`config.mk`:
```
export PLATFORM = sky130hd
export DESIGN_NAME = inverter_fault_monitor_core
export DESIGN_NICKNAME = d
export VERILOG_FILES = /design/src/ifm_pkg.sv /design/src/ifm_diag.sv /design/src/ifm_emit.sv /design/src/inverter_fault_monitor_core.sv
export VERILOG_INCLUDE_DIRS = /design/src /design/src/src
export SDC_FILE = /design/constraint.sdc
export NUM_CORES = 1
export LEC_CHECK = 0
export BUFFER_PORTS_ARGS = -buffer_cell sky130_fd_sc_hd__buf_2
export CELL_PAD_IN_SITES_DETAIL_PLACEMENT = 1
export CELL_PAD_IN_SITES_GLOBAL_PLACEMENT = 1
export CORE_ASPECT_RATIO = 2
export CORE_UTILIZATION = 51
export CTS_CLUSTER_SIZE = 10
export DETAILED_ROUTE_END_ITERATION = 8
export PLACE_DENSITY_LB_ADDON = 0.1
export SLEW_MARGIN = 10
export SYNTH_ARGS = -nofsm -noshare
export SYNTH_HDL_FRONTEND = slang
export SYNTH_SLANG_ARGS = --single-unit
```
`constraint.sdc`:
```
create_clock -name clk_i -period 8.35 [get_ports clk_i]
set_clock_uncertainty 0.2 [all_clocks]
set_input_delay 0.835 -clock clk_i [delete_from_list [all_inputs] [get_ports clk_i]]
set_output_delay 0.835 -clock clk_i [all_outputs]
set_load 0.1 [all_outputs]
```
`src/assert_macros.svh`:
```
// Assertion macros shared by the monitor RTL.
`ifndef ASSERT_MACROS_SVH
`define ASSERT_MACROS_SVH

// Checked on every rising edge of clk_i, off while rst_ni is low.
`define IFM_ASSERT(lbl, prop, msg) \
  lbl: assert property (@(posedge clk_i) disable iff (!rst_ni) (prop)) else $error(msg);

// Checked on every rising edge of clk_i, reset included.
`define IFM_ASSERT_ALWAYS(lbl, prop, msg) \
  lbl: assert property (@(posedge clk_i) (prop)) else $error(msg);

`endif

```
`src/ifm_pkg.sv`:
```
// Package: widths, reset values, codes and shared types of the fault monitor.
package ifm_pkg;

  localparam int unsigned TIME_WIDTH = 32;

  localparam int unsigned VOLT_W     = 13;
  localparam int unsigned LIMIT_W    = 16;
  localparam int unsigned CFG_ADDR_W = 2;
  localparam int unsigned CFG_DATA_W = 16;
  localparam int unsigned NUM_GATES  = 4;
  localparam int unsigned NUM_STAMPS = 2 * NUM_GATES;
  localparam int unsigned NUM_FAULTS = 5;
  localparam int unsigned NUM_CODES  = 7;
  localparam int unsigned LED_W      = 6;

  localparam logic [VOLT_W-1:0]  VOLT_LOW_RST        = 13'd2470;
  localparam logic [VOLT_W-1:0]  VOLT_HIGH_RST       = 13'd3828;
  localparam logic [LIMIT_W-1:0] TOGGLE_LIMIT_RST    = 16'd40;
  localparam logic [LIMIT_W-1:0] STARTUP_TIMEOUT_RST = 16'd5000;

  typedef enum logic [1:0] {
    MODE_START  = 2'd0,
    MODE_NORMAL = 2'd1,
    MODE_FAULT  = 2'd2
  } mode_e;

  // Report code equals its bit position in the pending-code mask.
  typedef enum logic [2:0] {
    REP_NORMAL    = 3'd0,
    REP_REGULATOR = 3'd1,
    REP_FUSE      = 3'd2,
    REP_CHIP      = 3'd3,
    REP_PRIMARY   = 3'd4,
    REP_SECONDARY = 3'd5,
    REP_NONE      = 3'd6
  } report_e;

  typedef enum logic [CFG_ADDR_W-1:0] {
    CFG_VOLT_LOW        = 2'd0,
    CFG_VOLT_HIGH       = 2'd1,
    CFG_TOGGLE_LIMIT    = 2'd2,
    CFG_STARTUP_TIMEOUT = 2'd3
  } cfg_addr_e;

  // Sticky fault bits
  localparam int unsigned F_REG  = 0;
  localparam int unsigned F_FUSE = 1;
  localparam int unsigned F_CHIP = 2;
  localparam int unsigned F_PRIM = 3;
  localparam int unsigned F_SECU = 4;

  // LED bits
  localparam int unsigned LED_START   = 0;
  localparam int unsigned LED_NORMAL  = 1;
  localparam int unsigned LED_GENERAL = 2;
  localparam int unsigned LED_ZENER   = 3;
  localparam int unsigned LED_CHIP    = 4;
  localparam int unsigned LED_TRAFO   = 5;

  // Diagnosis outcome: faults found and which level stamps take the current tick.
  typedef struct packed {
    logic [NUM_FAULTS-1:0] found;
    logic [NUM_STAMPS-1:0] stamp_we;
  } diag_t;

  // One processed item, waiting to be sent out as one or more words.
  typedef struct packed {
    logic [NUM_CODES-1:0] codes;
    mode_e                mode;
    logic [LED_W-1:0]     led;
    logic                 buzzer;
  } result_t;

endpackage

```
`src/ifm_diag.sv`:
```
// Diagnosis logic: voltage window, pin checks and the four gate toggle watchdogs.
module ifm_diag #(
  parameter int unsigned TimeWidth = ifm_pkg::TIME_WIDTH
) (
  input  logic [TimeWidth-1:0]        now_i,
  input  logic [TimeWidth-1:0]        stamp_i [ifm_pkg::NUM_STAMPS],
  input  logic [ifm_pkg::VOLT_W-1:0]  volt_low_i,
  input  logic [ifm_pkg::VOLT_W-1:0]  volt_high_i,
  input  logic [ifm_pkg::LIMIT_W-1:0] toggle_limit_i,
  input  logic [ifm_pkg::VOLT_W-1:0]  voltage_mv_i,
  input  logic                        opto_idle_i,
  input  logic                        fuse_blown_i,
  input  logic [ifm_pkg::NUM_GATES-1:0] gate_i,
  output ifm_pkg::diag_t              diag_o
);
  import ifm_pkg::*;

  logic [NUM_GATES-1:0] wd_fault;

  // Per pin: stamp 2p is the "high" stamp, 2p+1 the "low" stamp.
  for (genvar p = 0; p < NUM_GATES; p++) begin : g_pin
    logic [TimeWidth-1:0] dt;
    logic                 keep;

    assign dt = now_i - (gate_i[p] ? stamp_i[2*p] : stamp_i[2*p+1]);
    assign wd_fault[p] = (dt > TimeWidth'(toggle_limit_i)) || (gate_i[p] == gate_i[p^1]);
    // healthy and strictly inside the limit: restart the opposite level's clock
    assign keep = !wd_fault[p] && (dt < TimeWidth'(toggle_limit_i));
    assign diag_o.stamp_we[2*p]   = gate_i[p] ? wd_fault[p] : keep;
    assign diag_o.stamp_we[2*p+1] = gate_i[p] ? keep : wd_fault[p];
  end

  assign diag_o.found[F_REG]  = (voltage_mv_i < volt_low_i) || (voltage_mv_i > volt_high_i);
  assign diag_o.found[F_FUSE] = fuse_blown_i;
  assign diag_o.found[F_CHIP] = wd_fault[0] | wd_fault[1];
  assign diag_o.found[F_PRIM] = wd_fault[2] | wd_fault[3];
  assign diag_o.found[F_SECU] = opto_idle_i;

endmodule

```
`src/ifm_emit.sv`:
```
// Result register: holds one processed item and sends its report words in code order.
`include "assert_macros.svh"
module ifm_emit (
  input  logic              clk_i,
  input  logic              rst_ni,
  input  logic              load_i,
  input  ifm_pkg::result_t  res_i,
  output logic              can_load_o,
  output logic              out_valid_o,
  input  logic              out_ready_i,
  output ifm_pkg::report_e  report_o,
  output ifm_pkg::mode_e    mode_o,
  output logic [ifm_pkg::LED_W-1:0] led_vector_o,
  output logic              buzzer_o,
  output logic              last_o
);
  import ifm_pkg::*;

  logic                 valid_q, valid_d;
  logic [NUM_CODES-1:0] pend_q, pend_d;
  logic [NUM_CODES-1:0] pend_rest;
  mode_e                mode_q;
  logic [LED_W-1:0]     led_q;
  logic                 buzzer_q;
  logic                 word_done;

  // lowest pending code goes first
  always_comb begin
    report_o = REP_NONE;
    for (int i = NUM_CODES - 1; i >= 0; i--) begin
      if (pend_q[i]) begin
        report_o = report_e'(3'(i));
      end
    end
  end

  assign pend_rest  = pend_q & (pend_q - 1'b1);
  assign last_o     = (pend_rest == '0);
  assign word_done  = valid_q && out_ready_i;
  assign can_load_o = !valid_q || (word_done && last_o);

  always_comb begin
    valid_d = valid_q;
    pend_d  = pend_q;
    if (word_done) begin
      pend_d = pend_rest;
      if (last_o) begin
        valid_d = 1'b0;
      end
    end
    if (load_i) begin
      valid_d = 1'b1;
      pend_d  = res_i.codes;
    end
  end

  always_ff @(posedge clk_i or negedge rst_ni) begin
    if (!rst_ni) begin
      valid_q <= 1'b0;
      pend_q  <= '0;
    end else begin
      valid_q <= valid_d;
      pend_q  <= pend_d;
    end
  end

  always_ff @(posedge clk_i) begin
    if (load_i) begin
      mode_q   <= res_i.mode;
      led_q    <= res_i.led;
      buzzer_q <= res_i.buzzer;
    end
  end

  assign out_valid_o  = valid_q;
  assign mode_o       = mode_q;
  assign led_vector_o = led_q;
  assign buzzer_o     = buzzer_q;

  `IFM_ASSERT(a_pend_nonzero, out_valid_o |-> (pend_q != '0), "valid word with no pending code")
  `IFM_ASSERT(a_load_allowed, load_i |-> can_load_o, "item loaded over undelivered words")
  `IFM_ASSERT(a_last_drops, (word_done && last_o && !load_i) |=> !out_valid_o, "valid held after last word")

endmodule

```
`src/inverter_fault_monitor_core.sv`:
```
// Top level of the inverter fault monitor: config registers, mode control, state and pipeline.
//
//  channel | direction | handshake             | payload
//  --------+-----------+-----------------------+---------------------------------------------
//  cfg     | in        | cfg_valid_i/cfg_ready_o | cfg_addr_i, cfg_data_i (ready always high)
//  in      | in        | in_valid_i/in_ready_o   | voltage_mv_i, opto_idle_i, fuse_blown_i,
//          |           |                       | ic_gate_*_i, power_gate_*_i, silence_n_i
//  out     | out       | out_valid_o/out_ready_i | report_o, mode_o, led_vector_o, buzzer_o, last_o
//
// An accepted sample waits in the input register, is diagnosed and moved into the result
// register, and from there leaves as 1 to 5 report words, one per cycle while out_ready_i is high.
// The result register takes the next sample as its last word is taken, so the input register
// can accept a new sample meanwhile; input and result registers work concurrently.
// Reset clears mode, tick, stamps, sticky faults, LEDs, buzzer; config returns to reset values.
// A stalled output holds the result register; the input register fills, then in_ready_o drops.
`include "assert_macros.svh"
module inverter_fault_monitor_core #(
  parameter int unsigned TimeWidth = ifm_pkg::TIME_WIDTH
) (
  input  logic                           clk_i,
  input  logic                           rst_ni,
  // configuration writes
  input  logic                           cfg_valid_i,
  output logic                           cfg_ready_o,
  input  logic [ifm_pkg::CFG_ADDR_W-1:0] cfg_addr_i,
  input  logic [ifm_pkg::CFG_DATA_W-1:0] cfg_data_i,
  // sample words
  input  logic                           in_valid_i,
  output logic                           in_ready_o,
  input  logic [ifm_pkg::VOLT_W-1:0]     voltage_mv_i,
  input  logic                           opto_idle_i,
  input  logic                           fuse_blown_i,
  input  logic                           ic_gate_a_i,
  input  logic                           ic_gate_b_i,
  input  logic                           power_gate_a_i,
  input  logic                           power_gate_b_i,
  input  logic                           silence_n_i,
  // report words
  output logic                           out_valid_o,
  input  logic                           out_ready_i,
  output ifm_pkg::report_e               report_o,
  output ifm_pkg::mode_e                 mode_o,
  output logic [ifm_pkg::LED_W-1:0]      led_vector_o,
  output logic                           buzzer_o,
  output logic                           last_o
);
  import ifm_pkg::*;

  // config registers
  logic [VOLT_W-1:0]  volt_low_q, volt_high_q;
  logic [LIMIT_W-1:0] toggle_limit_q, startup_timeout_q;

  // input register
  logic                 s1_valid_q;
  logic [VOLT_W-1:0]    s1_volt_q;
  logic                 s1_opto_q, s1_fuse_q, s1_silence_n_q;
  logic [NUM_GATES-1:0] s1_gate_q;
  logic                 s1_adv;

  // monitor state
  mode_e                mode_q, mode_d;
  logic [TimeWidth-1:0] tick_q;
  logic [TimeWidth-1:0] start_stamp_q;
  logic [TimeWidth-1:0] stamp_q [NUM_STAMPS];
  logic [NUM_FAULTS-1:0] sticky_q;
  logic                 buzzer_q, buzzer_d;
  logic [LED_W-1:0]     led_q, led_d;

  logic                 diag_en;
  logic                 found_any;
  logic                 start_timeout;
  logic                 can_load;
  logic [NUM_CODES-1:0] codes;
  diag_t                diag;
  result_t              res;

  // ---------------------------------------------------------------- config port
  assign cfg_ready_o = 1'b1;

  always_ff @(posedge clk_i or negedge rst_ni) begin
    if (!rst_ni) begin
      volt_low_q        <= VOLT_LOW_RST;
      volt_high_q       <= VOLT_HIGH_RST;
      toggle_limit_q    <= TOGGLE_LIMIT_RST;
      startup_timeout_q <= STARTUP_TIMEOUT_RST;
    end else if (cfg_valid_i) begin
      case (cfg_addr_i)
        CFG_VOLT_LOW:        volt_low_q        <= cfg_data_i[VOLT_W-1:0];
        CFG_VOLT_HIGH:       volt_high_q       <= cfg_data_i[VOLT_W-1:0];
        CFG_TOGGLE_LIMIT:    toggle_limit_q    <= cfg_data_i[LIMIT_W-1:0];
        CFG_STARTUP_TIMEOUT: startup_timeout_q <= cfg_data_i[LIMIT_W-1:0];
        default: ;
      endcase
    end
  end

  // ---------------------------------------------------------------- input register
  // The sample moves on when the result register is free or frees up this cycle.
  assign s1_adv     = s1_valid_q && can_load;
  assign in_ready_o = !s1_valid_q || s1_adv;

  always_ff @(posedge clk_i or negedge rst_ni) begin
    if (!rst_ni) begin
      s1_valid_q <= 1'b0;
    end else if (in_ready_o) begin
      s1_valid_q <= in_valid_i;
    end
  end

  always_ff @(posedge clk_i) begin
    if (in_valid_i && in_ready_o) begin
      s1_volt_q      <= voltage_mv_i;
      s1_opto_q      <= opto_idle_i;
      s1_fuse_q      <= fuse_blown_i;
      s1_gate_q      <= {power_gate_b_i, power_gate_a_i, ic_gate_b_i, ic_gate_a_i};
      s1_silence_n_q <= silence_n_i;
    end
  end

  // ---------------------------------------------------------------- diagnosis
  ifm_diag #(
    .TimeWidth(TimeWidth)
  ) u_diag (
    .now_i         (tick_q),
    .stamp_i       (stamp_q),
    .volt_low_i    (volt_low_q),
    .volt_high_i   (volt_high_q),
    .toggle_limit_i(toggle_limit_q),
    .voltage_mv_i  (s1_volt_q),
    .opto_idle_i   (s1_opto_q),
    .fuse_blown_i  (s1_fuse_q),
    .gate_i        (s1_gate_q),
    .diag_o        (diag)
  );

  assign found_any     = |diag.found;
  assign start_timeout = (tick_q - start_stamp_q) > TimeWidth'(startup_timeout_q);
  // only normal and fault modes run the diagnosis
  assign diag_en       = s1_adv && ((mode_q == MODE_NORMAL) || (mode_q == MODE_FAULT));

  // ---------------------------------------------------------------- mode: next state
  always_comb begin
    mode_d = mode_q;
    case (mode_q)
      MODE_START: begin
        if (!s1_opto_q) begin
          mode_d = MODE_NORMAL;
        end else if (start_timeout) begin
          mode_d = MODE_FAULT;
        end
      end
      MODE_NORMAL: begin
        if (found_any) begin
          mode_d = MODE_FAULT;
        end
      end
      MODE_FAULT: begin
        if (!found_any) begin
          mode_d = MODE_NORMAL;
        end
      end
      default: mode_d = mode_q;
    endcase
  end

  // ---------------------------------------------------------------- mode: outputs
  // Fault mode reports the causes that were sticky before this sample's diagnosis.
  always_comb begin
    led_d    = led_q;
    buzzer_d = buzzer_q;
    codes    = '0;
    case (mode_q)
      MODE_START: begin
        led_d[LED_START] = (!s1_opto_q || start_timeout) ? 1'b0 : 1'b1;
        codes[REP_NONE]  = 1'b1;
      end
      MODE_NORMAL: begin
        led_d             = '0;
        led_d[LED_NORMAL] = 1'b1;
        codes[REP_NORMAL] = 1'b1;
        // button clears first, a new fault then sounds the buzzer anyway
        if (!s1_silence_n_q) begin
          buzzer_d = 1'b0;
        end
        if (found_any) begin
          buzzer_d = 1'b1;
        end
      end
      MODE_FAULT: begin
        led_d[LED_NORMAL]  = 1'b0;
        led_d[LED_GENERAL] = 1'b1;
        if (sticky_q[F_REG]) begin
          led_d[LED_ZENER] = 1'b1;
        end
        if (sticky_q[F_CHIP]) begin
          led_d[LED_CHIP] = 1'b1;
        end
        if (sticky_q[F_PRIM] || sticky_q[F_SECU]) begin
          led_d[LED_TRAFO] = 1'b1;
        end
        codes[REP_REGULATOR] = sticky_q[F_REG];
        codes[REP_FUSE]      = sticky_q[F_FUSE];
        codes[REP_CHIP]      = sticky_q[F_CHIP];
        codes[REP_PRIMARY]   = sticky_q[F_PRIM];
        codes[REP_SECONDARY] = sticky_q[F_SECU];
        codes[REP_NONE]      = (sticky_q == '0);
        if (!s1_silence_n_q || !found_any) begin
          buzzer_d = 1'b0;
        end
      end
      default: ;
    endcase
  end

  // ---------------------------------------------------------------- state registers
  always_ff @(posedge clk_i or negedge rst_ni) begin
    if (!rst_ni) begin
      mode_q        <= MODE_START;
      tick_q        <= '0;
      start_stamp_q <= '0;
      sticky_q      <= '0;
      buzzer_q      <= 1'b0;
      led_q         <= '0;
    end else if (s1_adv) begin
      mode_q   <= mode_d;
      tick_q   <= tick_q + 1'b1;
      buzzer_q <= buzzer_d;
      led_q    <= led_d;
      if ((mode_q == MODE_START) && !s1_opto_q) begin
        start_stamp_q <= tick_q;
      end
      if (diag_en) begin
        sticky_q <= sticky_q | diag.found;
      end
    end
  end

  // level stamps take the current tick where the watchdog says so
  always_ff @(posedge clk_i or negedge rst_ni) begin
    if (!rst_ni) begin
      for (int i = 0; i < NUM_STAMPS; i++) begin
        stamp_q[i] <= '0;
      end
    end else if (diag_en) begin
      for (int i = 0; i < NUM_STAMPS; i++) begin
        if (diag.stamp_we[i]) begin
          stamp_q[i] <= tick_q;
        end
      end
    end
  end

  // ---------------------------------------------------------------- result register
  assign res.codes  = codes;
  assign res.mode   = mode_d;
  assign res.led    = led_d;
  assign res.buzzer = buzzer_d;

  ifm_emit u_emit (
    .clk_i       (clk_i),
    .rst_ni      (rst_ni),
    .load_i      (s1_adv),
    .res_i       (res),
    .can_load_o  (can_load),
    .out_valid_o (out_valid_o),
    .out_ready_i (out_ready_i),
    .report_o    (report_o),
    .mode_o      (mode_o),
    .led_vector_o(led_vector_o),
    .buzzer_o    (buzzer_o),
    .last_o      (last_o)
  );

  `IFM_ASSERT(a_start_clean, (mode_q == MODE_START) |-> ((sticky_q == '0) && !buzzer_q), "faults or buzzer set in start-up")
  `IFM_ASSERT(a_buzzer_fault, buzzer_q |-> (mode_q == MODE_FAULT), "buzzer on outside fault mode")
  `IFM_ASSERT(a_tick_step, s1_adv |=> (tick_q == $past(tick_q) + 1'b1), "tick did not advance with a sample")

endmodule

```
# Word level (Yosys, flattened, before mapping)
# Cells that the tools add are included.
# classes
n_mux,41
reduce_logical,52
order_cmp,11
eq_ne,9
n_addsub,7
n_bitwise,4
# ops
op,count
$gt A32 B16 Y1,5
$sub A32 B32 Y32,5
$lt A32 B16 Y1,4
$mux W32,4
$add A32 B1 Y32 const B,1
$reduce_and A2 Y1,15
$mux W1,19
$mux W3,5
$mux W7,2
$gt A13 B13 Y1,1
$lt A13 B13 Y1,1
$logic_or A1 B1 Y1,11
$logic_and A1 B1 Y1,10
$mux W2,5
$pmux W5 S2,1
$logic_not A1 Y1,9
$and A7 B7 Y7,1
$logic_not A7 Y1,1
$sub A7 B1 Y7 const B,1
$eq A2 B2 Y1 const B,3
$pmux W1 S2,3
$pmux W2 S3,1
$logic_not A5 Y1,1
$mux W5,1
7 further kinds,14
# totals
output_inout_bits,16
ff_bits,430
wordCells,153

# Depth between registers and ports, before layout
# Gate-level depths: netlist (run 1).
# logic_depth
word_depth,10
ltp_mapped,26
ltp_nobuf,26

# Hierarchy
# From an unflattened synthesis (run 1), not the netlist that was laid out.
# hier_totals
hier_cells,3067
area_unflattened_um2,30450.5
# by_module_without_submodules
module,cells_per_inst,seq_area_each_um2,area_each_um2,n_inst
inverter_fault_monitor_core,1380,10461.3,18077.3,1
ifm_diag,1612,0.0,11572.3,1
ifm_emit,75,470.5,800.8,1

# Least setup slack after synthesis (run 1)
# No wires, ideal clock.
# synth_path
path_kind,register to output
from,register u_emit.pend_q[0]
to,output last_o
required_ps,7315
arrival_ps,5561
setup_slack_ps,1754
path_stages_with_launch,5
n_path_buf,0
cell_sequence,dfrtp_1 nor4_1 nand2_1 maj3_1 nor2_1
# synth_between
elab_chain_cells,3
# synth_rtl
element,line_no,text
start: declaration,ifm_emit.sv:20,"logic [NUM_CODES-1:0] pend_q, pend_d;"
start signal: assignment,ifm_emit.sv:63,pend_q <= pend_d;
$sub A7 B1 Y7,ifm_emit.sv:37,assign pend_rest = pend_q & (pend_q - 1'b1);
$and A7 B7 Y7 (*),ifm_emit.sv:37,
$logic_not A7 Y1 (*),ifm_emit.sv:38,assign last_o = (pend_rest == '0);
end: declaration,inverter_fault_monitor_core.sv:45,output logic last_o
# Mark *: on every way between the ends. The rest lies on a longest branch, timed or not.

# Worst setup path after layout (run 1)
# layout_path
from,register s1_gate_q[1]
to,register stamp_q[163] (netlist bit)
# layout_between
elab_chain_cells,8
elab_cells_between_ends,10
# layout_rtl
element,line_no,text
start: declaration,inverter_fault_monitor_core.sv:57,logic [NUM_GATES-1:0] s1_gate_q;
start signal: assignment,inverter_fault_monitor_core.sv:115,"s1_gate_q <= {power_gate_b_i, power_gate_a_i, ic_gate_b_i, ic_gate_a_i};"
$mux W32,ifm_diag.sv:25,assign dt = now_i - (gate_i[p] ? stamp_i[2*p] : stamp_i[2*p+1]);
$sub A32 B32 Y32,ifm_diag.sv:25,
$gt A32 B16 Y1,ifm_diag.sv:26,assign wd_fault[p] = (dt > TimeWidth'(toggle_limit_i)) || (gate_i[p] == gate_i[p^1]);
$logic_or A1 B1 Y1,ifm_diag.sv:26,
$logic_not A1 Y1,ifm_diag.sv:28,assign keep = !wd_fault[p] && (dt < TimeWidth'(toggle_limit_i));
$logic_and A1 B1 Y1,ifm_diag.sv:28,
$mux W1 (*),ifm_diag.sv:29,assign diag_o.stamp_we[2*p] = gate_i[p] ? wd_fault[p] : keep;
$reduce_and A2 Y1 (no line) (*),n/a,
end signal: indexed assignment,inverter_fault_monitor_core.sv:247,stamp_q[i] <= tick_q;
end: declaration,inverter_fault_monitor_core.sv:64,logic [TimeWidth-1:0] stamp_q [NUM_STAMPS];
# Marks and branches as above.
# A chain may end at the register's enable or synchronous reset.

==> results of run 1 <==
flip-flops by register name, summed over array words and instances, names as in the netlist, 2 cells and up:
| signal | cells |
|---|---|
| volt_high_q | 13 |
| start_stamp_q | 32 |
| volt_low_q | 13 |
| toggle_limit_q | 16 |
| u_emit.led_vector_o | 6 |
| led_q | 6 |
| mode_q | 2 |
| tick_q | 32 |
| startup_timeout_q | 16 |
| u_emit.mode_o | 2 |
| sticky_q | 5 |
| s1_volt_q | 13 |
| u_emit.pend_q | 7 |
| stamp_q | 256 |
| s1_gate_q | 4 |
cell type report:
class | instances | area share
multi-input cells | 2303 | 0.553
flip-flops and latches | 430 | 0.335
clock buffers | 73 | 0.0420
well taps | 762 | 0.0293
repair buffers | 116 | 0.0234
inverters | 132 | 0.0152
clock inverters | 4 | 0.00161
diodes | 2 | 0.000154
cell usage in the layout, fill, tap and decap left out, types with 22 or more instances in the layout:
master	instances
o21a_1	28
dfrtp_1	380
ha_1	269
a21oi_1	217
nand2_1	200
xnor2_1	86
edfxtp_1	29
and3_1	36
nor2b_1	22
o21ai_0	159
mux2i_1	134
a21o_1	51
buf_4	57
buf_2	56
xor2_1	43
or3_1	25
a211oi_1	33
nor2_1	147
nand4_1	59
clkbuf_16	51
a31oi_1	24
nand3_1	67
nor3_1	40
inv_1	132
mux2_2	334
cell usage after synthesis (all sizes together), types with 7 or more instances:
| cell type | instances | area share |
|---|---|---|
| a2111oi | 15 | 0.0044 |
| a211o | 17 | 0.0050 |
| a211oi | 34 | 0.0085 |
| a21boi | 11 | 0.0028 |
| a21o | 51 | 0.013 |
| a21oi | 218 | 0.036 |
| a22oi | 7 | 0.0027 |
| a31oi | 25 | 0.0052 |
| and2 | 18 | 0.0038 |
| and3 | 36 | 0.0075 |
| and4 | 15 | 0.0044 |
| buf | 29 | 0.0061 |
| clkbuf | 105 | 0.013 |
| dfrtp | 380 | 0.32 |
| dfstp | 21 | 0.018 |
| edfxtp | 29 | 0.029 |
| ha | 269 | 0.11 |
| inv | 132 | 0.017 |
| mux2 | 342 | 0.13 |
| mux2i | 134 | 0.045 |
| nand2 | 200 | 0.025 |
| nand2b | 22 | 0.0048 |
| nand3 | 67 | 0.011 |
| nand3b | 12 | 0.0030 |
| nand4 | 59 | 0.012 |
| nor2 | 148 | 0.019 |
| nor2b | 23 | 0.0048 |
| nor3 | 40 | 0.0067 |
| nor4 | 13 | 0.0027 |
| o211ai | 21 | 0.0053 |
| o21a | 28 | 0.0070 |
| o21ai | 165 | 0.028 |
| o21bai | 12 | 0.0030 |
| o22ai | 7 | 0.0015 |
| o31a | 7 | 0.0020 |
| o31ai | 14 | 0.0035 |
| or3 | 25 | 0.0052 |
| or4 | 8 | 0.0023 |
| xnor2 | 86 | 0.025 |
| xor2 | 43 | 0.013 |
report_power, final:
group / leakage (nW) / internal [W] / switching, W
logic: 9.78 / 0.00330 / 0.00507
clock network: 0.687 / 0.00115 / 0.000879
registers: 5.51 / 0.00246 / 0.000269
total: 16.0 / 0.00691 / 0.00622
worst min path at each step:
stage	cells after the start	end
after floorplan	2	u_emit.pend_q[6]
after global routing	1	start_stamp_q[1]
final	1	start_stamp_q[1]
after detailed placement	2	u_emit.pend_q[6]
after global placement	2	u_emit.pend_q[6]
after CTS	1	start_stamp_q[2]
metrics by stage:
stage / std cells / power [W] / hold WS [ns] / utilization / worst slack (ns)
4_1_cts: 3820 / 0.0131 / 0.114 / 0.562 / 0.911
3_3_place_gp: 3743 / 0.0106 / 0.255 / 0.537 / 1.31
6_report: 3822 / 0.0131 / 0.0619 / 0.562 / 0.823
3_5_place_dp: 3743 / 0.0110 / 0.265 / 0.537 / 1.03
5_1_grt: 3820 / 0.0139 / 0.140 / 0.562 / 0.450
2_1_floorplan: 2999 / 0.00846 / 0.240 / - / 1.75
kinds of logic (layout without fill, tap and decap cells):
logic type      after synthesis  after routing  synth area share
flops                       430            430             0.365
buf+inv                     266            325            0.0358
xor+xnor                    129            129            0.0377
simple gates                712            712             0.120
fa+ha+maj                   276            276             0.116
mux                         476            476             0.173
compound gates              709            709             0.152
other cells                   1              3          0.000125
per-layer routing:
metal | vias to the layer above | track usage | part of all wire | routed length [microns]
met3 | 360 | 0.0397 | 0.034 | 3560
met2 | 649 | 0.684 | 0.54 | 56800
met1 | 12400 | 0.332 | 0.33 | 35100
li1 | 11100 | - | - | -
met4 | 0 | 0.302 | 0.094 | 9880
met5 | - | 0 | 0 | 0
critical path, stage by stage (launching register included):
cell and delay [ns]:
edfxtp_1 0.91, mux2i_1 0.48, ha_1 0.33, nand2b_1 0.14, a21oi_1 0.13, o21ai_0 0.80
nand2_1 0.21, a31oi_1 0.34, nor2_1 0.09, a31oi_1 0.20, xnor2_1 0.14, ha_1 0.27
nand3_1 0.15, nor4b_1 0.08, a2111oi_0 0.39, o221ai_1 0.19, nor2_1 0.17, or2_2 0.13
nand4_1 0.37, a31oi_4 0.85, buf_4 0.40, mux2_2 0.38
==> results.json, run 1 <==
{
  "status": "finished clean",
  "crit_arrival_ns": 7.80,
  "grtUsageTotal": 0.355,
  "fp.dieW_microns": 173,
  "area_delta_synth_final_pct": 8.83,
  "routed-via-count": 24600,
  "io_pins": 59,
  "core_sq_um": 58000,
  "layout.nets": 3350,
  "design_area_sq_um": 32600,
  "cp-endpoint": "stamp_q[163]",
  "synth_warnings": 0,
  "h-tree-depth": 2,
  "ff2ff_path_depth": 21,
  "drt-initial-drc-count": 1071,
  "dp_hpwl_microns": 81300,
  "cap_violations": 0,
  "start_util": 0.516,
  "rsz0062_at_grt": "false",
  "route.detailed.drc": 0,
  "drv_slew": 0,
  "portBuffers": 57,
  "syn_area_sq_um": 29900,
  "place_area_sq_um": 31200,
  "crit_fanout": 18,
  "cp-end-kind": "flip-flop",
  "post-route-period-util": 0.901,
  "timing.rr.start": "s1_gate_q[1]",
  "synth_ff_type": "dfrtp_1",
  "crit_required_ns": 8.62,
  "yosysSeqAreaShare": 0.365,
  "fillCellCount": 6381,
  "die_area_sq_um": 59800,
  "vias_per_cell": 6.43,
  "cts.sinks": 430,
  "globalplace.congestion": 1.04,
  "hold_path_class": "in -> async",
  "ant_nets": 0,
  "hold_violations": 0,
  "synth_cell_type_count": 85,
  "drtPass1Iterations": 5,
  "cts_buffer_depth": 3,
  "max-slew-margin-rel": 0.201,
  "cts_setup_buffers": 0,
  "wl_per_cell_microns": 27.6,
  "dieHeight_microns": 345,
  "power_leakage_nw": 16.0,
  "wirelength_microns": 105000,
  "r2r_slack_ns": 0.82,
  "fmax_mhz": 133,
  "syn_inst": 2999,
  "setup_viol": 0,
  "multi_input_area_sq_um": 18000,
  "grt_start_max_net_pins": 153,
  "syn_avg_cell_area_sq_um": 9.99,
  "setup_tns_ns": 0,
  "path_clk_slew_ns": 0.07,
  "grt_first_pass_wirelength_microns": 160000,
  "grt_pass1_vias": 27200,
  "irDropWorstVdd_uv": 220,
  "antenna_found_initial": 1,
  "worst-slew-pin-transition_ns": 1.20,
  "cts_repair_resize_count": 0,
  "regArea_sq_um": 10900,
  "ys_ff_latch": 430,
  "crit_start": "s1_gate_q[1]",
  "worstSetupPathType": "reg -> reg",
  "synth-edff-count": 29,
  "grt.overflow.total": 0,
  "synth_fp_nets": 3316,
  "cp-start-kind": "flip-flop",
  "rows": 125,
  "drive_above_1_share": 0.183,
  "cts-root-buf": "clkbuf_16",
  "hold_buffers": 0,
  "numCtsBuffers": 50,
  "insertion_delay_ns": 0.60,
  "r2r_end": "stamp_q[163]",
  "min_period_ns": 7.53,
  "cts_tree": "done",
  "cellPowerDensity_nw_per_um2": 403,
  "async_reset_ff_frac": 0.933
}
No activity file was read; power rests on OpenSTA's default activity.
==> inputs of run 2 (changes only) <==
--- a/config.mk
+++ b/config.mk
@@ -10,7 +10,7 @@
 export CELL_PAD_IN_SITES_DETAIL_PLACEMENT = 1
 export CELL_PAD_IN_SITES_GLOBAL_PLACEMENT = 1
 export CORE_ASPECT_RATIO = 2
-export CORE_UTILIZATION = 51
+export CORE_UTILIZATION = 55
 export CTS_CLUSTER_SIZE = 10
 export DETAILED_ROUTE_END_ITERATION = 8
 export PLACE_DENSITY_LB_ADDON = 0.1
==> constraint.sdc (replaced) <==
create_clock -name clk_i -period 9.5 [get_ports clk_i]
set_clock_uncertainty 0.2 [all_clocks]
set_input_delay 0.95 -clock clk_i [delete_from_list [all_inputs] [get_ports clk_i]]
set_output_delay 0.95 -clock clk_i [all_outputs]
set_load 0.1 [all_outputs]
==> run 2 against run 1 <==
Against the previous run: sequential share of layout area rose by 0.23 points; global-route usage rose by 4.0 points; clock-buffer cell count shrank 4; combinational power decreased by 12%; final area down 0.67%; highest routed layer unchanged; core utilization grew 4.2 points.
==> results.json, run 2 (synthesis gave the netlist of run 1 again) <==
{
  "status": "finished clean",
  "reg_top3": "stamp_q x256, start_stamp_q x32, tick_q x32",
  "h-tree-depth": 2,
  "cp-end-kind": "flip-flop",
  "cts_setup_buffers": 0,
  "slowest_stage": "edfxtp_1",
  "design_area_sq_um": 32400,
  "core_sq_um": 53600,
  "dp_cells": 3642,
  "crit_required_ns": 9.78,
  "drt-initial-drc-count": 1254,
  "max_stage_delay_ns": 1.01,
  "place_area_sq_um": 31000,
  "cts_buffer_depth": 3,
  "drv_slew": 0,
  "max-slew-margin-rel": 0.107,
  "worst-slew-pin-transition_ns": 1.33,
  "grt_first_pass_wirelength_microns": 165000,
  "wirelength_microns": 109000,
  "fin_cells": 3716,
  "setup_tns_ns": 0,
  "power_leakage_nw": 15.9,
  "grt_start_max_net_pins": 162,
  "hold_path_class": "in -> async",
  "layout_commonest_cell": "dfrtp_1",
  "post-route-period-util": 0.819,
  "dp_hpwl_microns": 81200,
  "vias_per_cell": 6.73,
  "largest-register": "stamp_q",
  "io_pins": 59,
  "antenna_found_initial": 2,
  "cts_repair_resize_count": 0,
  "fin_ws_ns": 1.72,
  "final_cell_mix": "dfrtp_1 (380), mux2_2 (334), ha_1 (269), a21oi_1 (217), nand2_1 (200)",
  "grt.overflow.total": 0,
  "area_delta_synth_final_pct": 8.11,
  "irDropWorstVdd_uv": 194,
  "rsz0062_at_grt": "false",
  "globalplace.congestion": 1.01,
  "hold_violations": 0,
  "path_clk_slew_ns": 0.06,
  "ff2ff_path_depth": 22,
  "fp.dieW_microns": 167,
  "die_area_sq_um": 55400,
  "grtUsageTotal": 0.396,
  "route.detailed.drc": 0,
  "portBuffers": 57,
  "grt_pass1_vias": 28000,
  "crit_arrival_ns": 8.06,
  "cts_tree": "done",
  "layout.nets": 3339,
  "worstSetupPathType": "reg -> reg",
  "crit_fanout": 25,
  "cap_violations": 0,
  "setup_viol": 0,
  "path_cells": "buf_4 > mux2i_1 > ha_1 > nand2_1 > a21oi_1 > o21ai_0 > nand2_1 > a31oi_1 > nor2_1 > a31oi_1 > xnor2_1 > ha_1 > nand3_1 > nor4b_1 > a2111oi_0 > o221ai_1 > nor2_1 > or2_2 > nand4_1 > a31oi_4 > buf_16 > mux2_2",
  "hold_buffers": 0,
  "cellPowerDensity_nw_per_um2": 356,
  "pre_cts_slack_ns": 2.06,
  "routed-via-count": 25000,
  "cts-root-buf": "clkbuf_16",
  "ant_nets": 0,
  "dieHeight_microns": 332,
  "drtPass1Iterations": 5,
  "drive_above_1_share": 0.180,
  "insertion_delay_ns": 0.62,
  "cts.sinks": 430,
  "fmax_mhz": 129,
  "largest_reg_flops": 256,
  "cp-start-kind": "flip-flop",
  "start_util": 0.559,
  "min_period_ns": 7.78,
  "wl_per_cell_microns": 29.3,
  "rows": 120,
  "numCtsBuffers": 49
}
[run 2: final timing paths]
check | slack [ns] | start | end
hold reg to reg | 0.30 | sticky_q[4] | sticky_q[4]
setup / recovery | 1.72 | s1_gate_q[1] | stamp_q[180]
hold / removal | 0.21 | rst_ni | volt_low_q[0]
max in group asynchronous | 7.34 | rst_ni | stamp_q[92]
min in group clk_i | 0.30 | sticky_q[4] | sticky_q[4]
setup reg to reg | 1.72 | s1_gate_q[1] | stamp_q[180]
[run 2: final cells by class]
type / count / area [sq um]
tap: 671 / 840
inverter: 132 / 495
multi-input combinational: 2303 / 18000
fill: 5842 / 21200
antenna: 2 / 5.00
clock inverter: 3 / 47.5
timing repair buffer: 106 / 716
sequential: 430 / 10900
clock buffer: 69 / 1320
[run 2: layer usage]
metal  global-route usage  vias to the layer above  part of all wire
li1                     -                    11100                 -
met1                0.362                    12700              0.32
met2                0.733                      750              0.53
met3               0.0643                      442             0.047
met4                0.371                        0              0.11
met5                    0                        -                 0
[run 2: worst max-delay path, delay by kind of cell, from the launching register on]
family	cells	cell delay (ns)
DFF	1	1.01
muxes	2	0.98
adders and majority gates	2	0.67
AOI/OAI and AO/OA	7	2.38
buffers and inverters	2	0.81
and+or+nand+nor	8	1.39
xor gates and xnor gates	1	0.15
[run 2: report_power, final]
group / total [W] / switching (W) / internal, W
sequential: 0.00240 / 0.000239 / 0.00217
clock: 0.00176 / 0.000779 / 0.000978
combinational: 0.00736 / 0.00451 / 0.00286
[run 2: metrics by stage]
stage,utilization,hold slack [ns],power [W]
4_1_cts,0.604,0.251,0.0114
5_1_grt,0.604,0.309,0.0122
6_report,0.604,0.208,0.0115
3_3_place_gp,0.577,0.255,0.00923
3_5_place_dp,0.578,0.283,0.00955
2_1_floorplan,-,0.240,0.00744
